--- config.mk ---
export PLATFORM = sky130hd
export DESIGN_NAME = cable_stiffness_matrix_rows_unit
export DESIGN_NICKNAME = d
export VERILOG_FILES = /design/src/rtl/csm_pkg.sv /design/src/rtl/csm_div.sv /design/src/rtl/csm_dp.sv /design/src/rtl/csm_ctrl.sv /design/src/rtl/cable_stiffness_matrix_rows_unit.sv
export SDC_FILE = /design/constraint.sdc
export NUM_CORES = 2
export LEC_CHECK = 0
export BUFFER_PORTS_ARGS = -buffer_cell sky130_fd_sc_hd__buf_2
export CORE_UTILIZATION = 60
export CTS_CLUSTER_DIAMETER = 100
export DETAILED_ROUTE_END_ITERATION = 16
export MAX_ROUTING_LAYER = met4
export PLACE_DENSITY = 0.76
export SYNTH_ARGS = -nofsm -noshare
export SYNTH_HDL_FRONTEND = slang
export SYNTH_HIERARCHICAL = 1
export SYNTH_SLANG_ARGS = --single-unit
--- constraint.sdc ---
create_clock -name clk -period 12.03 [get_ports clk]
set_input_delay 0.6015 -clock clk [delete_from_list [all_inputs] [get_ports clk]]
set_output_delay 0.6015 -clock clk [all_outputs]
set_load 0.03 [all_outputs]
--- src/rtl/csm_pkg.sv ---
`default_nettype none

package csm_pkg;

  localparam int unsigned POS_W   = 32;
  localparam int unsigned AREA_W  = 32;
  localparam int unsigned COEF_W  = 48;
  localparam int unsigned ROW_W   = 11;
  localparam int unsigned NUM_W   = 65;
  localparam int unsigned DEN_W   = 33;
  localparam int unsigned STEP_W  = 7;
  localparam int unsigned MAXP_W  = 16;

  localparam int unsigned MAX_ELEMENTS_DEF = 1024;
  localparam logic [31:0] CONDUCTANCE_RST  = 32'h0001_0000;
  localparam logic        REG_CONDUCTANCE  = 1'b0;

  localparam logic signed [COEF_W-1:0] COEF_MAX = {1'b0, {(COEF_W-1){1'b1}}};
  localparam logic signed [COEF_W-1:0] COEF_MIN = {1'b1, {(COEF_W-1){1'b0}}};

  typedef enum logic [1:0] {
    STS_OK   = 2'd0,
    STS_ZERO = 2'd1,
    STS_MANY = 2'd2
  } status_t;

  typedef struct packed {
    logic [POS_W-1:0]  node_position;
    logic [AREA_W-1:0] node_area;
    logic              last_node;
  } node_beat_t;

  typedef struct packed {
    logic [ROW_W-1:0]         row_index;
    logic signed [COEF_W-1:0] sub_entry;
    logic signed [COEF_W-1:0] diag_entry;
    logic signed [COEF_W-1:0] super_entry;
    logic                     last_row;
    logic [1:0]               status;
  } row_beat_t;

  typedef enum logic [3:0] {
    ST_IDLE,
    ST_DECIDE,
    ST_MUL,
    ST_DSTART,
    ST_DIV,
    ST_COEF,
    ST_ROW0,
    ST_ROW1,
    ST_SINGLE
  } state_t;

  typedef struct packed {
    logic capture;
    logic store_first;
    logic prep;
    logic mul;
    logic div_start;
    logic coef;
    logic load_row0;
    logic load_row1;
    logic load_single;
    logic clear;
  } cmd_t;

  typedef struct packed {
    logic have_prev;
    logic last_node;
    logic div_done;
  } stat_t;

endpackage

`default_nettype wire

--- src/rtl/csm_div.sv ---
`default_nettype none

module csm_div
  import csm_pkg::*;
(
  input  wire logic              clk,
  input  wire logic              rst_n,
  input  wire logic              start,
  input  wire logic [NUM_W-1:0]  num,
  input  wire logic [DEN_W-1:0]  den,
  output logic                   done,
  output logic [COEF_W-1:0]      mag
);

  logic [NUM_W-1:0]  num_r;
  logic [DEN_W-1:0]  den_r;
  logic [DEN_W-1:0]  rem_r;
  logic [COEF_W-1:0] q_r;
  logic              ovf_r;
  logic [STEP_W-1:0] cnt_r;
  logic              busy_r;
  logic              done_r;

  logic [DEN_W:0]    rem_sh;
  logic [DEN_W:0]    diff;
  logic              ge;
  logic [DEN_W-1:0]  rem_nxt;

  always_comb begin
    rem_sh  = {rem_r, num_r[NUM_W-1]};
    diff    = rem_sh - {1'b0, den_r};
    ge      = (rem_sh >= {1'b0, den_r});
    rem_nxt = ge ? diff[DEN_W-1:0] : rem_sh[DEN_W-1:0];
  end

  always_ff @(posedge clk) begin
    if (start) begin
      num_r <= num;
      den_r <= den;
      rem_r <= '0;
      q_r   <= '0;
      ovf_r <= 1'b0;
      cnt_r <= STEP_W'(NUM_W - 1);
    end else if (busy_r) begin
      num_r <= {num_r[NUM_W-2:0], 1'b0};
      rem_r <= rem_nxt;
      q_r   <= {q_r[COEF_W-2:0], ge};
      ovf_r <= ovf_r | q_r[COEF_W-1];
      cnt_r <= cnt_r - STEP_W'(1);
    end
  end

  always_ff @(posedge clk) begin
    if (!rst_n) begin
      busy_r <= 1'b0;
      done_r <= 1'b0;
    end else begin
      done_r <= busy_r && (cnt_r == '0);
      if (start) begin
        busy_r <= 1'b1;
      end else if (busy_r && (cnt_r == '0)) begin
        busy_r <= 1'b0;
      end
    end
  end

  assign done = done_r;
  assign mag  = (ovf_r || q_r[COEF_W-1]) ? COEF_MAX : q_r;

  a_div_done_ends: assert property (@(posedge clk) disable iff (!rst_n)
    busy_r && (cnt_r == '0) && !start |=> done_r && !busy_r)
    else $error("divider did not finish after its last step");

endmodule

`default_nettype wire

--- src/rtl/csm_dp.sv ---
`default_nettype none

module csm_dp
  import csm_pkg::*;
#(
  parameter int unsigned MAX_ELEMENTS = MAX_ELEMENTS_DEF
) (
  input  wire logic        clk,
  input  wire logic        rst_n,
  input  wire cmd_t        cmd,
  output stat_t            stat,
  input  wire node_beat_t  in_data,
  input  wire logic [31:0] conductance,
  output row_beat_t        out_data
);

  localparam logic [ROW_W-1:0]  ROW_LIMIT = (MAX_ELEMENTS < 2047) ?
                                            ROW_W'(MAX_ELEMENTS) : ROW_W'(2047);
  localparam logic [MAXP_W-1:0] MAX_EL    = MAXP_W'(MAX_ELEMENTS);

  logic [POS_W-1:0]         cur_pos_r;
  logic [AREA_W-1:0]        cur_area_r;
  logic                     cur_last_r;
  logic [POS_W-1:0]         prev_pos_r;
  logic [AREA_W-1:0]        prev_area_r;
  logic signed [COEF_W-1:0] prev_coef_r;
  logic [ROW_W-1:0]         row_cnt_r;
  logic                     have_prev_r;
  logic [AREA_W:0]          asum_r;
  logic [POS_W-1:0]         dmag_r;
  logic                     neg_r;
  logic                     zero_r;
  logic                     many_r;
  logic [63:0]              prod_r;
  logic signed [COEF_W-1:0] coef_r;
  row_beat_t                out_r;

  logic [NUM_W-1:0]         div_num;
  logic [DEN_W-1:0]         div_den;
  logic                     div_done;
  logic [COEF_W-1:0]        div_mag;
  logic signed [COEF_W-1:0] coef_nxt;
  logic signed [COEF_W:0]   diag_wide;
  logic signed [COEF_W-1:0] diag0;
  logic [1:0]               row_status;

  assign div_num = {1'b0, prod_r} +
                   {1'b0, (asum_r[AREA_W] ? conductance : 32'd0), 32'd0};
  assign div_den = {dmag_r, 1'b0};

  csm_div u_div (
    .clk   (clk),
    .rst_n (rst_n),
    .start (cmd.div_start),
    .num   (div_num),
    .den   (div_den),
    .done  (div_done),
    .mag   (div_mag)
  );

  always_comb begin
    if (zero_r) begin
      coef_nxt = COEF_MAX;
    end else if (neg_r) begin
      coef_nxt = -$signed(div_mag);
    end else begin
      coef_nxt = $signed(div_mag);
    end
    diag_wide = -{prev_coef_r[COEF_W-1], prev_coef_r} - {coef_r[COEF_W-1], coef_r};
    if (diag_wide[COEF_W] != diag_wide[COEF_W-1]) begin
      diag0 = diag_wide[COEF_W] ? COEF_MIN : COEF_MAX;
    end else begin
      diag0 = diag_wide[COEF_W-1:0];
    end
    if (many_r) begin
      row_status = STS_MANY;
    end else if (zero_r) begin
      row_status = STS_ZERO;
    end else begin
      row_status = STS_OK;
    end
  end

  // node capture and element setup
  always_ff @(posedge clk) begin
    if (cmd.capture) begin
      cur_pos_r  <= in_data.node_position;
      cur_area_r <= in_data.node_area;
      cur_last_r <= in_data.last_node;
    end
    if (cmd.prep) begin
      asum_r <= {1'b0, prev_area_r} + {1'b0, cur_area_r};
      zero_r <= (cur_pos_r == prev_pos_r);
      neg_r  <= (cur_pos_r < prev_pos_r);
      dmag_r <= (cur_pos_r < prev_pos_r) ? (prev_pos_r - cur_pos_r)
                                         : (cur_pos_r - prev_pos_r);
      many_r <= ({{(MAXP_W-ROW_W){1'b0}}, row_cnt_r} >= MAX_EL);
    end
    if (cmd.mul) begin
      prod_r <= 64'(conductance) * 64'(asum_r[AREA_W-1:0]);
    end
    if (cmd.coef) begin
      coef_r <= coef_nxt;
    end
  end

  // cable state
  always_ff @(posedge clk) begin
    if (!rst_n || cmd.clear) begin
      prev_pos_r  <= '0;
      prev_area_r <= '0;
      prev_coef_r <= '0;
      row_cnt_r   <= '0;
      have_prev_r <= 1'b0;
    end else if (cmd.store_first) begin
      prev_pos_r  <= cur_pos_r;
      prev_area_r <= cur_area_r;
      prev_coef_r <= '0;
      row_cnt_r   <= '0;
      have_prev_r <= 1'b1;
    end else if (cmd.load_row0) begin
      prev_pos_r  <= cur_pos_r;
      prev_area_r <= cur_area_r;
      prev_coef_r <= coef_r;
      if (row_cnt_r < ROW_LIMIT) begin
        row_cnt_r <= row_cnt_r + ROW_W'(1);
      end
    end
  end

  // output beat register
  always_ff @(posedge clk) begin
    if (cmd.load_row0) begin
      out_r.row_index   <= row_cnt_r;
      out_r.sub_entry   <= prev_coef_r;
      out_r.diag_entry  <= diag0;
      out_r.super_entry <= coef_r;
      out_r.last_row    <= 1'b0;
      out_r.status      <= row_status;
    end else if (cmd.load_row1) begin
      out_r.row_index   <= row_cnt_r;
      out_r.sub_entry   <= coef_r;
      out_r.diag_entry  <= -coef_r;
      out_r.super_entry <= '0;
      out_r.last_row    <= 1'b1;
      out_r.status      <= row_status;
    end else if (cmd.load_single) begin
      out_r.row_index   <= '0;
      out_r.sub_entry   <= '0;
      out_r.diag_entry  <= '0;
      out_r.super_entry <= '0;
      out_r.last_row    <= 1'b1;
      out_r.status      <= STS_OK;
    end
  end

  assign out_data       = out_r;
  assign stat.have_prev = have_prev_r;
  assign stat.last_node = cur_last_r;
  assign stat.div_done  = div_done;

  a_clear_resets_cable: assert property (@(posedge clk) disable iff (!rst_n)
    cmd.clear |=> (row_cnt_r == '0) && !have_prev_r && (prev_coef_r == '0))
    else $error("cable state not cleared after final row");

endmodule

`default_nettype wire

--- src/rtl/csm_ctrl.sv ---
`default_nettype none

module csm_ctrl
  import csm_pkg::*;
(
  input  wire logic  clk,
  input  wire logic  rst_n,
  input  wire logic  in_valid,
  output logic       in_stall,
  output logic       out_valid,
  input  wire logic  out_stall,
  input  wire stat_t stat,
  output cmd_t       cmd
);

  state_t state_r;
  state_t state_nxt;
  logic   out_valid_r;
  logic   out_valid_nxt;
  logic   out_free;

  always_ff @(posedge clk) begin
    if (!rst_n) begin
      state_r     <= ST_IDLE;
      out_valid_r <= 1'b0;
    end else begin
      state_r     <= state_nxt;
      out_valid_r <= out_valid_nxt;
    end
  end

  always_comb begin
    state_nxt     = state_r;
    cmd           = '0;
    in_stall      = 1'b1;
    out_free      = !out_valid_r || !out_stall;
    out_valid_nxt = out_valid_r && out_stall;
    unique case (state_r)
      ST_IDLE: begin
        in_stall = 1'b0;
        if (in_valid) begin
          cmd.capture = 1'b1;
          state_nxt   = ST_DECIDE;
        end
      end
      ST_DECIDE: begin
        if (!stat.have_prev) begin
          if (stat.last_node) begin
            state_nxt = ST_SINGLE;
          end else begin
            cmd.store_first = 1'b1;
            state_nxt       = ST_IDLE;
          end
        end else begin
          cmd.prep  = 1'b1;
          state_nxt = ST_MUL;
        end
      end
      ST_MUL: begin
        cmd.mul   = 1'b1;
        state_nxt = ST_DSTART;
      end
      ST_DSTART: begin
        cmd.div_start = 1'b1;
        state_nxt     = ST_DIV;
      end
      ST_DIV: begin
        if (stat.div_done) begin
          state_nxt = ST_COEF;
        end
      end
      ST_COEF: begin
        cmd.coef  = 1'b1;
        state_nxt = ST_ROW0;
      end
      ST_ROW0: begin
        if (out_free) begin
          cmd.load_row0 = 1'b1;
          out_valid_nxt = 1'b1;
          state_nxt     = stat.last_node ? ST_ROW1 : ST_IDLE;
        end
      end
      ST_ROW1: begin
        if (out_free) begin
          cmd.load_row1 = 1'b1;
          cmd.clear     = 1'b1;
          out_valid_nxt = 1'b1;
          state_nxt     = ST_IDLE;
        end
      end
      ST_SINGLE: begin
        if (out_free) begin
          cmd.load_single = 1'b1;
          cmd.clear       = 1'b1;
          out_valid_nxt   = 1'b1;
          state_nxt       = ST_IDLE;
        end
      end
      default: begin
        state_nxt = ST_IDLE;
      end
    endcase
  end

  assign out_valid = out_valid_r;

  a_no_overwrite: assert property (@(posedge clk) disable iff (!rst_n)
    (cmd.load_row0 || cmd.load_row1 || cmd.load_single) |-> (!out_valid_r || !out_stall))
    else $error("output beat overwritten while still pending");

  a_coef_after_div: assert property (@(posedge clk) disable iff (!rst_n)
    (state_r == ST_COEF) |-> $past(stat.div_done))
    else $error("coefficient taken before divider finished");

  a_row1_after_row0: assert property (@(posedge clk) disable iff (!rst_n)
    $rose(state_r == ST_ROW1) |-> $past(cmd.load_row0))
    else $error("final row not preceded by element row");

endmodule

`default_nettype wire

--- src/rtl/cable_stiffness_matrix_rows_unit.sv ---
// channel   dir   beat / fields                                 handshake
// in_       in    node_position, node_area, last_node           in_valid / in_stall
// out_      out   row_index, sub/diag/super_entry, last_row,    out_valid / out_stall
//                 status
// cfg_      in    conductance at byte address 0                 apb, pready always high
//
// one node at a time: a node closing an element goes through decide, multiply, the
// 65-step radix-2 divider and the coefficient before its row; the last node adds
// the final row; a first node is only stored, a single-node cable gives one row
// a result waits in the output register while the next node is taken
// out_stall holds a row in the output register; the next row waits for it
// rst_n is synchronous; conductance returns to 1.0 and the cable state clears
`default_nettype none

module cable_stiffness_matrix_rows_unit
  import csm_pkg::*;
#(
  parameter int unsigned MAX_ELEMENTS = MAX_ELEMENTS_DEF
) (
  input  wire logic        clk,
  input  wire logic        rst_n,
  input  wire logic        in_valid,
  output logic             in_stall,
  input  wire node_beat_t  in_data,
  output logic             out_valid,
  input  wire logic        out_stall,
  output row_beat_t        out_data,
  input  wire logic        cfg_psel,
  input  wire logic        cfg_penable,
  input  wire logic        cfg_pwrite,
  input  wire logic [2:0]  cfg_paddr,
  input  wire logic [31:0] cfg_pwdata,
  output logic [31:0]      cfg_prdata,
  output logic             cfg_pready
);

  logic [31:0] conductance_r;
  cmd_t        cmd;
  stat_t       stat;

  always_ff @(posedge clk) begin
    if (!rst_n) begin
      conductance_r <= CONDUCTANCE_RST;
    end else if (cfg_psel && cfg_penable && cfg_pwrite &&
                 (cfg_paddr[2] == REG_CONDUCTANCE)) begin
      conductance_r <= cfg_pwdata;
    end
  end

  assign cfg_pready = 1'b1;
  assign cfg_prdata = (cfg_paddr[2] == REG_CONDUCTANCE) ? conductance_r : 32'd0;

  csm_ctrl u_ctrl (
    .clk       (clk),
    .rst_n     (rst_n),
    .in_valid  (in_valid),
    .in_stall  (in_stall),
    .out_valid (out_valid),
    .out_stall (out_stall),
    .stat      (stat),
    .cmd       (cmd)
  );

  csm_dp #(
    .MAX_ELEMENTS (MAX_ELEMENTS)
  ) u_dp (
    .clk         (clk),
    .rst_n       (rst_n),
    .cmd         (cmd),
    .stat        (stat),
    .in_data     (in_data),
    .conductance (conductance_r),
    .out_data    (out_data)
  );

endmodule

`default_nettype wire
==> results.txt <==
----------------------------------------------------
[Detailed routing]
  Count of vias placed by the detailed router ... 56.24k
  Overall routed net length ... approximately 200000 µm
  Count of nets left with antenna violations after detail routing ... 0
  Detailed Routing Iterations Pass 1 ... 7
  Number of DRC markers in iteration 0 ... a little under 5k
  Average routed wire per standard cell ... 20.40 µm
  Number of vias per cell ... 5.848
  DRC violation count after routing ... 0

[Worst setup path]
  Worst EP required ... between 10 and 15 ns
  Largest stage delay, worst path ... ~0.9 ns
  Critical Path Most Common Cell ... fa_1
  Kind of critical path ... reg2reg
  Largest fanout on the critical path ... 22
  CP endpoint kind ... flop
  Critical Path Start Type ... flop
  Data arrival time of the critical path ... approximately 9.3 ns
  Crit-path slowest cell ... dfxtp_1

[STA]
  Post-Route Skew ... between 0.03 and 0.04 ns
  Final hold violation count ... 0
  Highest attainable clock frequency ... 112.4 MHz
  Final Critical Period ... 8.894 ns
  Least-Margin Pin Slew ... ~1.3 ns
  Setup repair after global routing missed its margin ... no
  Worst relative slew slack ... a little under a tenth
  Number of endpoints failing setup at the final stage ... 0
  Setup slack after layout ... approximately 3.1 ns
  Share of the clock period used by the worst path ... about three quarters
  Count of pins over their slew limit ... 0
  Total Negative Setup Slacks ... 0 ns

[Floorplan]
  Die span in y ... between 300 and 400 µm
  Die outline width ... ~360 µm
  Die footprint ... approximately 130000 µm²
  Core Rows ... around 130
  Initial core utilization ... 60.50%
  Ports placed on the boundary ... 300
  Placeable core area ... roughly 120000 µm²

[Min path]
  Worst min-delay path category ... in2reg

[Synthesis]
  Avg Inst Size Synth ... 9.524 µm²
  Number of nets produced by synthesis ... roughly 9.4k
  Synthesized cell area ... about 75000 µm²
  Post-synth EDFFs ... 500
  Synthesized instance count ... just under 8k
  Number of distinct library cells after synthesis ... a little over 100
  Ys Warns ... 6
  Share of synthesized flip-flops with an asynchronous set or reset ... 0%
  Share of the yosys chip area belonging to registers ... between 20% and 30%
  Predominant post-synthesis flop cell ... edfxtp_1
  Synthesized flop and latch total ... between 700 and 800

[Global routing]
  Via count of the first global-routing pass ... about 58k
  Largest net degree at the start of global routing ... 177
  First-pass GRT wire length ... 314000 µm
  Final global-route overflow total ... 0
  Overall track demand over capacity in global routing ... about 33%
  Antenna violations before repair ... 17

[Power and ir drop]
  Leakage power ... about 0.036 µW
  Total Power Consumption ... a little over 7000 µW
  Worst vdd ir ... between 0.00015 and 0.0002 V
  Power density over cell area ... 88.44 nW/µm²

[Clock tree]
  Number of sinks driven by the clock tree ... 753
  Hold-fix buffers at CTS ... 0
  Clock slew at the register clock pins of the worst setup and hold paths ... about 0.070 ns
  H-tree depth reported by CTS ... 3
  Max clock buf depth ... 3
  Clock latency on the worst-skew pair ... between 0.6 and 0.7 ns
  Cts bufs inserted ... 76
  Quantity of gates resized following cts ... 0
  CTS tree ... built
  CTS Root Cell ... clkbuf_16
  Total setup buffers inserted after CTS ... 0

[Layout]
  Non-filler instance count after layout ... ~9.6k
  Final design utilization ... around 65%
  Final #Nets ... 9442
  Area growth from synthesis to layout ... 6.973%
  Share of cells above drive strength 1 ... ~8.4%

[Placement]
  Count of input and output buffers ... approximately 300
  Post-Place Cells ... ~9.5k
  Pre-CTS setup slack ... 3.315 ns
  HPWL reported at the end of detailed placement ... ~140000 µm
  Weighted congestion at the end of routability-driven global placement ... 0.9968

[Run]
  Max capacitance violation total ... 0

[Outcome]
  Run status ... completed

----------------------------------------------------
[cells in the mapped netlist (10+ instances only)]
master | count | area share, %
o21ai_0 | 241 | 1.6
a221oi_1 | 12 | 0.14
and2_1 | 641 | 5.4
or3_1 | 79 | 0.66
xor2_1 | 119 | 1.4
buf_1 | 13 | 0.065
nand2b_1 | 34 | 0.28
xnor2_1 | 174 | 2.0
or2_2 | 25 | 0.21
mux2i_1 | 97 | 1.3
edfxtp_1 | 500 | 20
o211ai_1 | 17 | 0.17
a311oi_1 | 16 | 0.19
nand4_1 | 71 | 0.59
or4_1 | 10 | 0.10
o221ai_1 | 34 | 0.40
buf_2 | 12 | 0.080
a21o_1 | 143 | 1.4
nor4_1 | 15 | 0.13
inv_1 | 1128 | 5.7
a31oi_1 | 24 | 0.20
ha_1 | 525 | 8.8
nor2b_1 | 72 | 0.60
nor3_1 | 84 | 0.56
clkbuf_1 | 382 | 1.9
o31ai_1 | 29 | 0.29
a211oi_1 | 34 | 0.34
mux2_2 | 67 | 1.0
a21oi_1 | 387 | 2.6
o22ai_1 | 13 | 0.11
a41oi_1 | 13 | 0.15
nor2_1 | 356 | 1.8
a31o_2 | 10 | 0.12
nand3_1 | 54 | 0.36
dfxtp_1 | 253 | 6.8
and3_1 | 37 | 0.31
nand2_1 | 955 | 4.8
o21a_1 | 37 | 0.37
o21bai_1 | 46 | 0.46
a211o_1 | 14 | 0.16
fa_1 | 902 | 24
o31a_1 | 10 | 0.12
[area by class of cell]
| cell class | instances | area (µm²) |
|---|---|---|
| Antenna cell | 8 | 20.02 |
| Clock buffer | 107 | 2205 |
| Clock inverter | 34 | 341.6 |
| Fill cell | 10036 | 43620 |
| Inverter | 1129 | 4239 |
| Multi-Input combinational cell | 5548 | 48810 |
| Sequential cell | 753 | 20080 |
| Tap cell | 1637 | 2048 |
| Timing Repair Buffer | 400 | 2275 |
[power by group]
group | leakage (µW) | total, µW | switching [µW] | internal (µW)
clock | 0.00124 | 2420 | 1040 | 1380
combinational | 0.0279 | 1740 | 1080 | 664
sequential | 0.00653 | 2920 | 52.8 | 2870
total | 0.0357 | 7080 | 2160 | 4910
[logic make-up (layout without fill, tap and decap cells)]
| logic type | after synthesis | in the layout | synth area share [%] |
|---|---|---|---|
| AOI/OAI and AO/OA | 1172 | 1172 | 10.05 |
| and+or+nand+nor | 2489 | 2489 | 16.45 |
| DFF | 753 | 753 | 26.84 |
| buffers and inverters | 1553 | 1670 | 7.986 |
| xor gates and xnor gates | 293 | 293 | 3.431 |
| adders and majority gates | 1427 | 1427 | 32.92 |
| muxes | 164 | 164 | 2.307 |
| other | 3 | 11 | 0.01505 |
[per-stage QoR]
step	hold slack (ns)	cell area [µm²]
after global routing	0.07446	80020
after global placement	0.4023	77450
after CTS	0.06800	80000
after detailed placement	0.4045	77450
final	0.1089	80020
after floorplan	0.4003	74800
[layout by cell type (no fill, tap or decap), types with 33 or more instances in the layout]
| master | synthesis | layout |
|---|---|---|
| and3_1 | 37 | 35 |
| o221ai_1 | 34 | 34 |
| a21oi_1 | 387 | 387 |
| mux2_2 | 67 | 67 |
| o21bai_1 | 46 | 46 |
| o21a_1 | 37 | 37 |
| nand4_1 | 71 | 71 |
| buf_2 | 12 | 296 |
| o21ai_0 | 241 | 241 |
| buf_4 | 6 | 103 |
| xor2_1 | 119 | 119 |
| nor2_1 | 356 | 353 |
| clkbuf_16 | 0 | 81 |
| nor3_1 | 84 | 80 |
| nor2b_1 | 72 | 72 |
| or3_1 | 79 | 78 |
| nand3_1 | 54 | 53 |
| mux2i_1 | 97 | 97 |
| ha_1 | 525 | 525 |
| nand2_1 | 955 | 955 |
| nand2b_1 | 34 | 33 |
| inv_1 | 1128 | 1126 |
| edfxtp_1 | 500 | 500 |
| a211oi_1 | 34 | 34 |
| a21o_1 | 143 | 143 |
| xnor2_1 | 174 | 174 |
| and2_1 | 641 | 641 |
| dfxtp_1 | 253 | 252 |
| fa_1 | 902 | 902 |
[path summary, 6_finish.rpt]
| path | from | to | slack (ns) | cells after the start |
|---|---|---|---|---|
| worst min register to register | u_dp/dmag_r[19]$_DFFE_PP_ | u_dp/u_div/den_r[20]$_DFFE_PP_ | 0.41 | 0 |
| worst max register to register | conductance_r[15]$_SDFFE_PN0P_ | u_dp/prod_r[62]$_DFFE_PP_ | 3.14 | 25 |
| worst max-delay path | conductance_r[15]$_SDFFE_PN0P_ | u_dp/prod_r[62]$_DFFE_PP_ | 3.14 | 25 |
| worst min-delay path | in_data[8] | u_dp/cur_area_r[7]$_DFFE_PP_ | 0.11 | 1 |
[per-layer routing]
| layer | vias up | GRT usage (%) | routed length, µm |
|---|---|---|---|
| met5 | - | - | 0 |
| met1 | 27829 | 42.11 | 80760 |
| met2 | 2278 | 51.74 | 92070 |
| li1 | 25658 | - | - |
| met3 | 470 | 5.062 | 14760 |
| met4 | 0 | 12.95 | 8585 |
[flip-flops by register name, indices dropped and copies added (netlist names), 33 cells and up]
| name | flops |
|---|---|
| u_dp/u_div/rem_r | 33 |
| u_dp/prod_r | 64 |
| u_dp/prev_coef_r | 48 |
| u_dp/coef_r | 48 |
| u_dp/asum_r | 33 |
| u_dp/out_data | 158 |
| u_dp/u_div/q_r | 48 |
| u_dp/u_div/den_r | 33 |
| u_dp/u_div/num_r | 65 |
[worst max-delay path, delay by kind of cell, from the launching register on]
family / cells / cell delay, ns
buffers and inverters: 7 / 1.07
AND/OR/NAND/NOR: 3 / 1.28
AO/OA/AOI/OAI: 5 / 0.95
adder cells (fa/ha/maj): 9 / 4.29
XOR/XNOR: 1 / 0.10
flip-flops: 1 / 0.90
Note: power is estimated with default switching activity, not from simulation.
